[src/sv/sfd_pkg.sv]
`timescale 1ns / 1ps

package sfd_pkg;

    localparam int MAX_STORED = 32;
    localparam int STORE_AW   = (MAX_STORED > 1) ? $clog2(MAX_STORED) : 1;
    localparam int CNT_W      = $clog2(MAX_STORED + 1);
    localparam int IDX_W      = 5;

    localparam logic [7:0]  HEADER_RESET = 8'h4A;
    localparam logic [15:0] SEEN_MAX     = 16'hFFFF;

    // controller -> datapath
    typedef struct packed {
        logic start;        // header seen: seed checksum, clear byte count
        logic ld_code_hi;
        logic ld_code_lo;
        logic ld_len_hi;
        logic ld_len_lo;
        logic ld_payload;   // store byte (first MAX_STORED only), count it, fold into checksum
        logic idx_clr;
        logic idx_inc;
        logic rd_store;
        logic out_ld_single;
        logic out_ok;
        logic out_ld_store;
    } sfd_cmd_t;

    // datapath -> controller
    typedef struct packed {
        logic hdr_match;
        logic len_zero_next;
        logic payload_done;
        logic xor_match;
        logic len_zero;
        logic last_idx;
        logic out_free;
    } sfd_status_t;

endpackage

[src/sv/sfd_datapath.sv]
`timescale 1ns / 1ps

module sfd_datapath
    import sfd_pkg::*;
(
    input  logic                clk,
    input  logic                rst_n,
    input  logic                cfg_wr_en,
    input  logic [7:0]          cfg_wr_data,
    input  logic [7:0]          rx_byte,
    input  sfd_cmd_t            cmd,
    output sfd_status_t         status,
    input  logic                out_ready,
    output logic                out_valid,
    output logic [15:0]         function_code,
    output logic [15:0]         frame_length,
    output logic                checksum_ok,
    output logic                has_payload,
    output logic [IDX_W-1:0]    byte_index,
    output logic [7:0]          payload_byte,
    output logic                last
);

    logic [7:0]          frame_header_reg;
    logic [15:0]         code_reg;
    logic [15:0]         length_reg;
    logic [15:0]         bytes_seen_reg;
    logic [15:0]         bytes_seen_next;
    logic [7:0]          xor_reg;
    logic [STORE_AW-1:0] rd_idx_reg;
    logic [7:0]          rd_data_reg;
    logic [7:0]          store_mem [MAX_STORED];
    logic [CNT_W-1:0]    run_cnt;
    logic                store_wr;

    logic                out_valid_reg;
    logic [15:0]         out_code_reg;
    logic [15:0]         out_len_reg;
    logic                out_ok_reg;
    logic                out_has_reg;
    logic [IDX_W-1:0]    out_idx_reg;
    logic [7:0]          out_byte_reg;
    logic                out_last_reg;

    assign bytes_seen_next = (bytes_seen_reg != SEEN_MAX) ? bytes_seen_reg + 16'd1
                                                           : bytes_seen_reg;
    assign store_wr = cmd.ld_payload && (bytes_seen_reg < 16'(MAX_STORED));
    assign run_cnt  = (length_reg < 16'(MAX_STORED)) ? length_reg[CNT_W-1:0]
                                                      : CNT_W'(MAX_STORED);

    assign status.hdr_match     = (rx_byte == frame_header_reg);
    assign status.len_zero_next = ({length_reg[15:8], rx_byte} == 16'd0);
    assign status.payload_done  = (bytes_seen_next >= length_reg);
    assign status.xor_match     = (xor_reg == rx_byte);
    assign status.len_zero      = (length_reg == 16'd0);
    assign status.last_idx      = ({1'b0, rd_idx_reg} + CNT_W'(1)) == run_cnt;
    assign status.out_free      = !out_valid_reg || out_ready;

    always_ff @(posedge clk or negedge rst_n)
    begin
        if (!rst_n)
        begin
            frame_header_reg <= HEADER_RESET;
            code_reg         <= '0;
            length_reg       <= '0;
            bytes_seen_reg   <= '0;
            xor_reg          <= '0;
            rd_idx_reg       <= '0;
            out_valid_reg    <= 1'b0;
        end
        else
        begin
            if (cfg_wr_en)
                frame_header_reg <= cfg_wr_data;

            if (cmd.start)
            begin
                xor_reg        <= rx_byte;
                bytes_seen_reg <= '0;
            end
            else if (cmd.ld_code_hi || cmd.ld_code_lo || cmd.ld_len_hi ||
                     cmd.ld_len_lo || cmd.ld_payload)
                xor_reg <= xor_reg ^ rx_byte;

            if (cmd.ld_code_hi)
                code_reg <= {rx_byte, 8'd0};
            if (cmd.ld_code_lo)
                code_reg <= {code_reg[15:8], rx_byte};
            if (cmd.ld_len_hi)
                length_reg <= {rx_byte, 8'd0};
            if (cmd.ld_len_lo)
                length_reg <= {length_reg[15:8], rx_byte};
            if (cmd.ld_payload)
                bytes_seen_reg <= bytes_seen_next;

            if (cmd.idx_clr)
                rd_idx_reg <= '0;
            else if (cmd.idx_inc)
                rd_idx_reg <= rd_idx_reg + STORE_AW'(1);

            if (cmd.out_ld_single || cmd.out_ld_store)
                out_valid_reg <= 1'b1;
            else if (out_ready)
                out_valid_reg <= 1'b0;
        end
    end

    // payload store, one write and one registered read port
    always_ff @(posedge clk)
    begin
        if (store_wr)
            store_mem[bytes_seen_reg[STORE_AW-1:0]] <= rx_byte;
        if (cmd.rd_store)
            rd_data_reg <= store_mem[rd_idx_reg];
    end

    always_ff @(posedge clk)
    begin
        if (cmd.out_ld_single)
        begin
            out_code_reg <= code_reg;
            out_len_reg  <= length_reg;
            out_ok_reg   <= cmd.out_ok;
            out_has_reg  <= 1'b0;
            out_idx_reg  <= '0;
            out_byte_reg <= '0;
            out_last_reg <= 1'b1;
        end
        else if (cmd.out_ld_store)
        begin
            out_code_reg <= code_reg;
            out_len_reg  <= length_reg;
            out_ok_reg   <= 1'b1;
            out_has_reg  <= 1'b1;
            out_idx_reg  <= IDX_W'(rd_idx_reg);
            out_byte_reg <= rd_data_reg;
            out_last_reg <= status.last_idx;
        end
    end

    assign out_valid     = out_valid_reg;
    assign function_code = out_code_reg;
    assign frame_length  = out_len_reg;
    assign checksum_ok   = out_ok_reg;
    assign has_payload   = out_has_reg;
    assign byte_index    = out_idx_reg;
    assign payload_byte  = out_byte_reg;
    assign last          = out_last_reg;

endmodule

[src/sv/sfd_ctrl.sv]
`timescale 1ns / 1ps

module sfd_ctrl
    import sfd_pkg::*;
(
    input  logic        clk,
    input  logic        rst_n,
    input  logic        in_valid,
    output logic        in_ready,
    input  sfd_status_t status,
    output sfd_cmd_t    cmd
);

    localparam logic [3:0] ST_WAIT    = 4'd0;
    localparam logic [3:0] ST_CODE_HI = 4'd1;
    localparam logic [3:0] ST_CODE_LO = 4'd2;
    localparam logic [3:0] ST_LEN_HI  = 4'd3;
    localparam logic [3:0] ST_LEN_LO  = 4'd4;
    localparam logic [3:0] ST_PAYLOAD = 4'd5;
    localparam logic [3:0] ST_CHECK   = 4'd6;
    localparam logic [3:0] ST_EMIT_RD = 4'd7;
    localparam logic [3:0] ST_EMIT_LD = 4'd8;

    logic [3:0] state_reg;
    logic [3:0] state_next;
    logic       accept;

    // checksum byte needs a free output slot, whatever result follows
    assign in_ready = !(state_reg inside {ST_EMIT_RD, ST_EMIT_LD}) &&
                      ((state_reg != ST_CHECK) || status.out_free);
    assign accept   = in_valid && in_ready;

    always_comb
    begin
        state_next = state_reg;
        cmd        = '0;
        case (state_reg)
            ST_WAIT:
            begin
                if (accept && status.hdr_match)
                begin
                    cmd.start  = 1'b1;
                    state_next = ST_CODE_HI;
                end
            end
            ST_CODE_HI:
            begin
                if (accept)
                begin
                    cmd.ld_code_hi = 1'b1;
                    state_next     = ST_CODE_LO;
                end
            end
            ST_CODE_LO:
            begin
                if (accept)
                begin
                    cmd.ld_code_lo = 1'b1;
                    state_next     = ST_LEN_HI;
                end
            end
            ST_LEN_HI:
            begin
                if (accept)
                begin
                    cmd.ld_len_hi = 1'b1;
                    state_next    = ST_LEN_LO;
                end
            end
            ST_LEN_LO:
            begin
                if (accept)
                begin
                    cmd.ld_len_lo = 1'b1;
                    state_next    = status.len_zero_next ? ST_CHECK : ST_PAYLOAD;
                end
            end
            ST_PAYLOAD:
            begin
                if (accept)
                begin
                    cmd.ld_payload = 1'b1;
                    if (status.payload_done)
                        state_next = ST_CHECK;
                end
            end
            ST_CHECK:
            begin
                if (accept)
                begin
                    if (!status.xor_match)
                    begin
                        cmd.out_ld_single = 1'b1;
                        state_next        = ST_WAIT;
                    end
                    else if (status.len_zero)
                    begin
                        cmd.out_ld_single = 1'b1;
                        cmd.out_ok        = 1'b1;
                        state_next        = ST_WAIT;
                    end
                    else
                    begin
                        cmd.idx_clr = 1'b1;
                        state_next  = ST_EMIT_RD;
                    end
                end
            end
            ST_EMIT_RD:
            begin
                cmd.rd_store = 1'b1;
                state_next   = ST_EMIT_LD;
            end
            ST_EMIT_LD:
            begin
                if (status.out_free)
                begin
                    cmd.out_ld_store = 1'b1;
                    if (status.last_idx)
                        state_next = ST_WAIT;
                    else
                    begin
                        cmd.idx_inc = 1'b1;
                        state_next  = ST_EMIT_RD;
                    end
                end
            end
            default:
            begin
                state_next = ST_WAIT;
            end
        endcase
    end

    always_ff @(posedge clk or negedge rst_n)
    begin
        if (!rst_n)
            state_reg <= ST_WAIT;
        else
            state_reg <= state_next;
    end

endmodule

[src/sv/serial_frame_decoder_xor_checksum.sv]
`timescale 1ns / 1ps
// one received byte per cycle is taken while a frame is parsed (header, code, length, payload)
// a bad checksum or empty frame gives its single result the cycle after the checksum byte
// a good frame streams its stored bytes, each by a store read and then an output load,
// the load waiting for a free output slot; input is held off meanwhile
// reset is asynchronous: parser returns to header hunt, header register to 0x4a,
// payload store contents are left undefined
module serial_frame_decoder_xor_checksum
    import sfd_pkg::*;
(
    input  logic             clk,
    input  logic             rst_n,
    input  logic             cfg_wr_en,
    input  logic [7:0]       cfg_wr_data,
    input  logic             in_valid,
    output logic             in_ready,
    input  logic [7:0]       rx_byte,
    output logic             out_valid,
    input  logic             out_ready,
    output logic [15:0]      function_code,
    output logic [15:0]      frame_length,
    output logic             checksum_ok,
    output logic             has_payload,
    output logic [IDX_W-1:0] byte_index,
    output logic [7:0]       payload_byte,
    output logic             last
);

    sfd_cmd_t    cmd;
    sfd_status_t status;

    sfd_ctrl u_ctrl (
        .clk      (clk),
        .rst_n    (rst_n),
        .in_valid (in_valid),
        .in_ready (in_ready),
        .status   (status),
        .cmd      (cmd)
    );

    sfd_datapath u_datapath (
        .clk           (clk),
        .rst_n         (rst_n),
        .cfg_wr_en     (cfg_wr_en),
        .cfg_wr_data   (cfg_wr_data),
        .rx_byte       (rx_byte),
        .cmd           (cmd),
        .status        (status),
        .out_ready     (out_ready),
        .out_valid     (out_valid),
        .function_code (function_code),
        .frame_length  (frame_length),
        .checksum_ok   (checksum_ok),
        .has_payload   (has_payload),
        .byte_index    (byte_index),
        .payload_byte  (payload_byte),
        .last          (last)
    );

    // only one source may load the output register
    assert property (@(posedge clk) disable iff (!rst_n)
        $onehot0({cmd.out_ld_single, cmd.out_ld_store}))
        else $error("output register loaded from two sources");

    // no item is taken while stored bytes stream out
    assert property (@(posedge clk) disable iff (!rst_n)
        (cmd.out_ld_store || cmd.rd_store) |-> !in_ready)
        else $error("input accepted during payload run");

    // a result without payload closes its frame
    assert property (@(posedge clk) disable iff (!rst_n)
        (out_valid && !has_payload) |-> last)
        else $error("payload-less result not marked last");

    // a failed checksum never carries payload
    assert property (@(posedge clk) disable iff (!rst_n)
        (out_valid && !checksum_ok) |->
            (!has_payload && byte_index == '0 && payload_byte == 8'd0))
        else $error("bad-checksum result carries payload");

endmodule
[config.mk]
export PLATFORM = sky130hd
export DESIGN_NAME = serial_frame_decoder_xor_checksum
export DESIGN_NICKNAME = d
export VERILOG_FILES = /design/src/sv/sfd_pkg.sv /design/src/sv/sfd_datapath.sv /design/src/sv/sfd_ctrl.sv /design/src/sv/serial_frame_decoder_xor_checksum.sv
export SDC_FILE = /design/constraint.sdc
export NUM_CORES = 1
export LEC_CHECK = 0
export ABC_AREA = 1
export BUFFER_PORTS_ARGS = -buffer_cell sky130_fd_sc_hd__buf_2
export CAP_MARGIN = 20
export CORE_MARGIN = 2
export CORE_UTILIZATION = 26
export DETAILED_ROUTE_END_ITERATION = 8
export PLACE_DENSITY = 0.51
export SYNTH_ARGS = -nofsm -noshare
export SYNTH_HDL_FRONTEND = slang
export SYNTH_SLANG_ARGS = --single-unit
[constraint.sdc]
create_clock -name clk -period 4.3 [get_ports clk]
set_input_delay 0.86 -clock clk [delete_from_list [all_inputs] [get_ports clk]]
set_output_delay 0.86 -clock clk [all_outputs]
set_load 0.05 [all_outputs]
==> flow_metrics.py <==
metrics = {
    "cells_and_area": {
        "nets": 1565,
        "n_fill_cell": 6404,
        "largest_reg_flops": 256,
        "design_area_um2": 19000,
        "final_layout_size_suffix_gt1_share_pct": 12.5,
        "area_growth_pct": 17.0,
    },
    "cts": {
        "root_buffer": "clkbuf_16",
        "insertion_delay_ns": 0.54,
        "cts_made_buffers": 42,
        "postCtsHoldBufs": 0,
        "htree_levels": 2,
        "cts_buffer_depth": 3,
        "post_cts_resized": 0,
        "cts_tree": "done",
        "post_cts_buffers": 0,
        "numClockSinks": 386,
        "clk_pin_slew_ns": 0.06,
    },
    "synthesis": {
        "synth_edf_count": 297,
        "yosysTopAreaCell": "edfxtp_1",
        "syn-mean-instance-area_um2": 11.2,
        "syn-num-nets": 1488,
        "synthArstFlopShare_pct": 19.2,
        "ys_seq_area_share_pct": 68.1,
        "synth-seq-cells": 386,
        "syn_area_um2": 16300,
        "yosys-top-cells-count": "297 x edfxtp_1, 214 x nand2_1, 210 x nor2_1, 190 x o21ai_0, 82 x inv_1",
        "netlist_instances": 1446,
        "synth_top_flop_cell": "edfxtp_1",
        "synth.most_common_cell": "edfxtp_1",
        "yosysUniqueCellTypes": 38,
        "ys_top_cells_by_area": "edfxtp_1 55%, dfrtp_1 11%, o21ai_0 5.9%",
        "yosys_warnings": 0,
        "synth_top_cell_area_share_pct": 54.9,
    },
    "status": {
        "status": "complete, no violations",
    },
    "worst_setup_path": {
        "crit_type": "reg2reg",
        "crit_chain": "nand3_1 > nor2_1 > nand2_1 > nor2_1 > nand2_1 > nor3_1 > xor2_1 > nand2_1 > ha_1 > nand2_1 > nor3_1 > nand3_1 > nand4_1 > nand3_1 > nor2_1 > nand2_1 > nand2_1",
        "cp_num_buf_inv": 0,
        "cp_max_fo": 7,
        "crit_family": "simple AND/OR/NAND/NOR gates",
        "cp.arrival_ns": 3.78,
        "worstPathRequired_ns": 4.77,
        "cpPeakStageDelay_ns": 0.50,
        "cp-start-kind": "flop",
        "cp-end-kind": "flop",
        "crit_slowest_cell": "dfrtp_1",
        "cpMostUsedCell": "nand2_1",
    },
    "place": {
        "io_buffers": 70,
        "place_hpwl_um": 30000,
        "place.gp.congestion": 0.842,
        "placed_area_um2": 17600,
        "place_ws_ns": 0.937,
    },
    "die": {
        "design.core.area_um2": 61700,
        "die_area_um2": 64500,
        "die_y_um": 254,
        "fp-row-count": 91,
        "start_util_pct": 26.3,
        "die_x_um": 254,
        "pin_count": 71,
    },
    "min_path": {
        "hp-class": "reg2reg",
    },
    "routing": {
        "drc": 0,
        "firstDrtPassIters": 5,
        "drt_wl_total_um": 44300,
        "vias_per_cell": 4.64,
        "drt_iter0_drc": 911,
        "vias": 11100,
        "wl_per_cell_um": 18.5,
        "postRouteAntennaNets": 0,
    },
    "timing": {
        "hold_violations": 0,
        "setup-tns-final_ns": 0,
        "fin_crit_ns": 3.31,
        "finalClockSkew_ns": 0.0194,
        "worst_slew_pin_slew_ns": 1.05,
        "relSlewSlack_pct": 29.6,
        "fin_crit_sh_pct": 77.0,
        "fin_ws_ns": 0.989,
        "rsz0062_at_grt": "no",
        "fmaxAchievable_ghz": 0.302,
        "hold_ws_ns": 0.446,
        "slew_violations": 0,
        "setup_viol": 0,
    },
    "global_route": {
        "track_usage_pct": 13.7,
        "grt_pass1_wl_um": 67200,
        "grt-ovfl-total": 0,
        "grt_max_degree": 86,
        "grt_pass1_vias": 11000,
        "antenna_found_initial": 3,
    },
    "job": {
        "maxCapViolCount": 0,
    },
    "power_and_ir_drop": {
        "power_leakage_nw": 6.85,
        "max-vdd-ir-drop_mv": 0.236,
        "power_density_nw_per_um2": 633,
    },
}
-- layer usage --
metal	GRT usage (%)	vias to the layer above	part of all wire, %
met5	0	-	0.029
met4	5.23	2	3.2
met3	2.33	78	4.7
met2	22.7	299	48
met1	18.0	5459	44
li1	-	5287	-
-- worst min-delay path, cell delays in order (launching register included) --
cell     delay [ns]
dfxtp_1        0.30
inv_1          0.04
a21oi_1        0.05
-- worst paths after layout --
path	cells past startpoint	startpoint	endpoint	slack, ns
min reg2reg	2	u_datapath.has_payload$_SDFFE_PP0P_	u_datapath.has_payload$_SDFFE_PP0P_	0.45
max	17	u_datapath.bytes_seen_reg[2]$_DFFE_PN0P_	u_ctrl.state_reg[1]$_DFFE_PN0P_	0.99
min in group asynchronous	1	rst_n	u_datapath.code_reg[9]$_DFFE_PN0P_	0.47
max reg2reg	17	u_datapath.bytes_seen_reg[2]$_DFFE_PN0P_	u_ctrl.state_reg[1]$_DFFE_PN0P_	0.99
min	2	u_datapath.has_payload$_SDFFE_PP0P_	u_datapath.has_payload$_SDFFE_PP0P_	0.45
max in group asynchronous	1	rst_n	u_datapath.rd_idx_reg[0]$_DFFE_PN0P_	3.06
-- logic make-up (layout without fill, tap and decap cells) --
family / Yosys count / after routing / synth area share, %
buf+inv: 157 / 268 / 3.75
fa+ha+maj: 21 / 21 / 1.62
simple gates: 543 / 543 / 14.2
xor+xnor: 24 / 24 / 1.29
flops: 386 / 386 / 68.1
mux: 5 / 5 / 0.346
compound gates: 310 / 310 / 10.7
other cells: 0 / 2 / 0
-- power by group --
group | leakage (nW) | switching, mW | internal [mW] | total, mW
logic | 2.45 | 2.55 | 1.03 | 3.58
clock network | 0.690 | 1.45 | 2.21 | 3.66
registers | 3.71 | 0.341 | 4.46 | 4.80
-- layout make-up --
class	count	area, µm²	area share [%]
Sequential cell	386	11100	58.3
Multi-Input combinational cell	903	4570	24.0
Clock buffer	54	1160	6.10
Tap cell	837	1050	5.51
Timing Repair Buffer	96	548	2.88
Inverter	94	357	1.88
Clock inverter	24	244	1.28
Antenna cell	2	5.00	0.0263
-- cell usage in the layout (no fill, tap or decap), types with 2 or more instances in the layout --
cell type	netlist	layout
o22ai_1	48	48
buf_2	7	69
clkinv_2	0	10
nand2_1	214	214
nand3_4	3	3
nor2_2	4	4
inv_2	8	8
o221ai_1	24	24
mux2_2	5	5
a21oi_1	36	36
ha_1	21	21
nor2_1	210	210
clkbuf_16	0	45
xnor2_1	5	5
nor3_1	15	15
nand3_1	66	66
dfstp_2	3	3
bufinv_16	0	5
edfxtp_1	297	297
a21oi_2	2	2
inv_1	82	81
clkbuf_1	52	9
nand2_2	3	3
clkinv_1	3	11
nor2_4	2	2
xor2_1	19	19
dfxtp_1	15	15
buf_4	0	27
o211ai_1	8	8
o21ai_0	190	190
diode_2	0	2
nand4_1	21	21
dfrtp_1	71	69
nor3_2	2	2
-- per-stage QoR --
| stage | power (mW) | std cells | utilization [%] |
|---|---|---|---|
| 2_1_floorplan | 7.27 | 1446 | - |
| 3_3_place_gp | 8.43 | 2316 | 28.5 |
| 3_5_place_dp | 8.46 | 2316 | 28.5 |
| 4_1_cts | 12.1 | 2394 | 30.8 |
| 5_1_grt | 12.8 | 2394 | 30.8 |
| 6_report | 12.0 | 2396 | 30.8 |
Power figures use the tool's default switching activity.
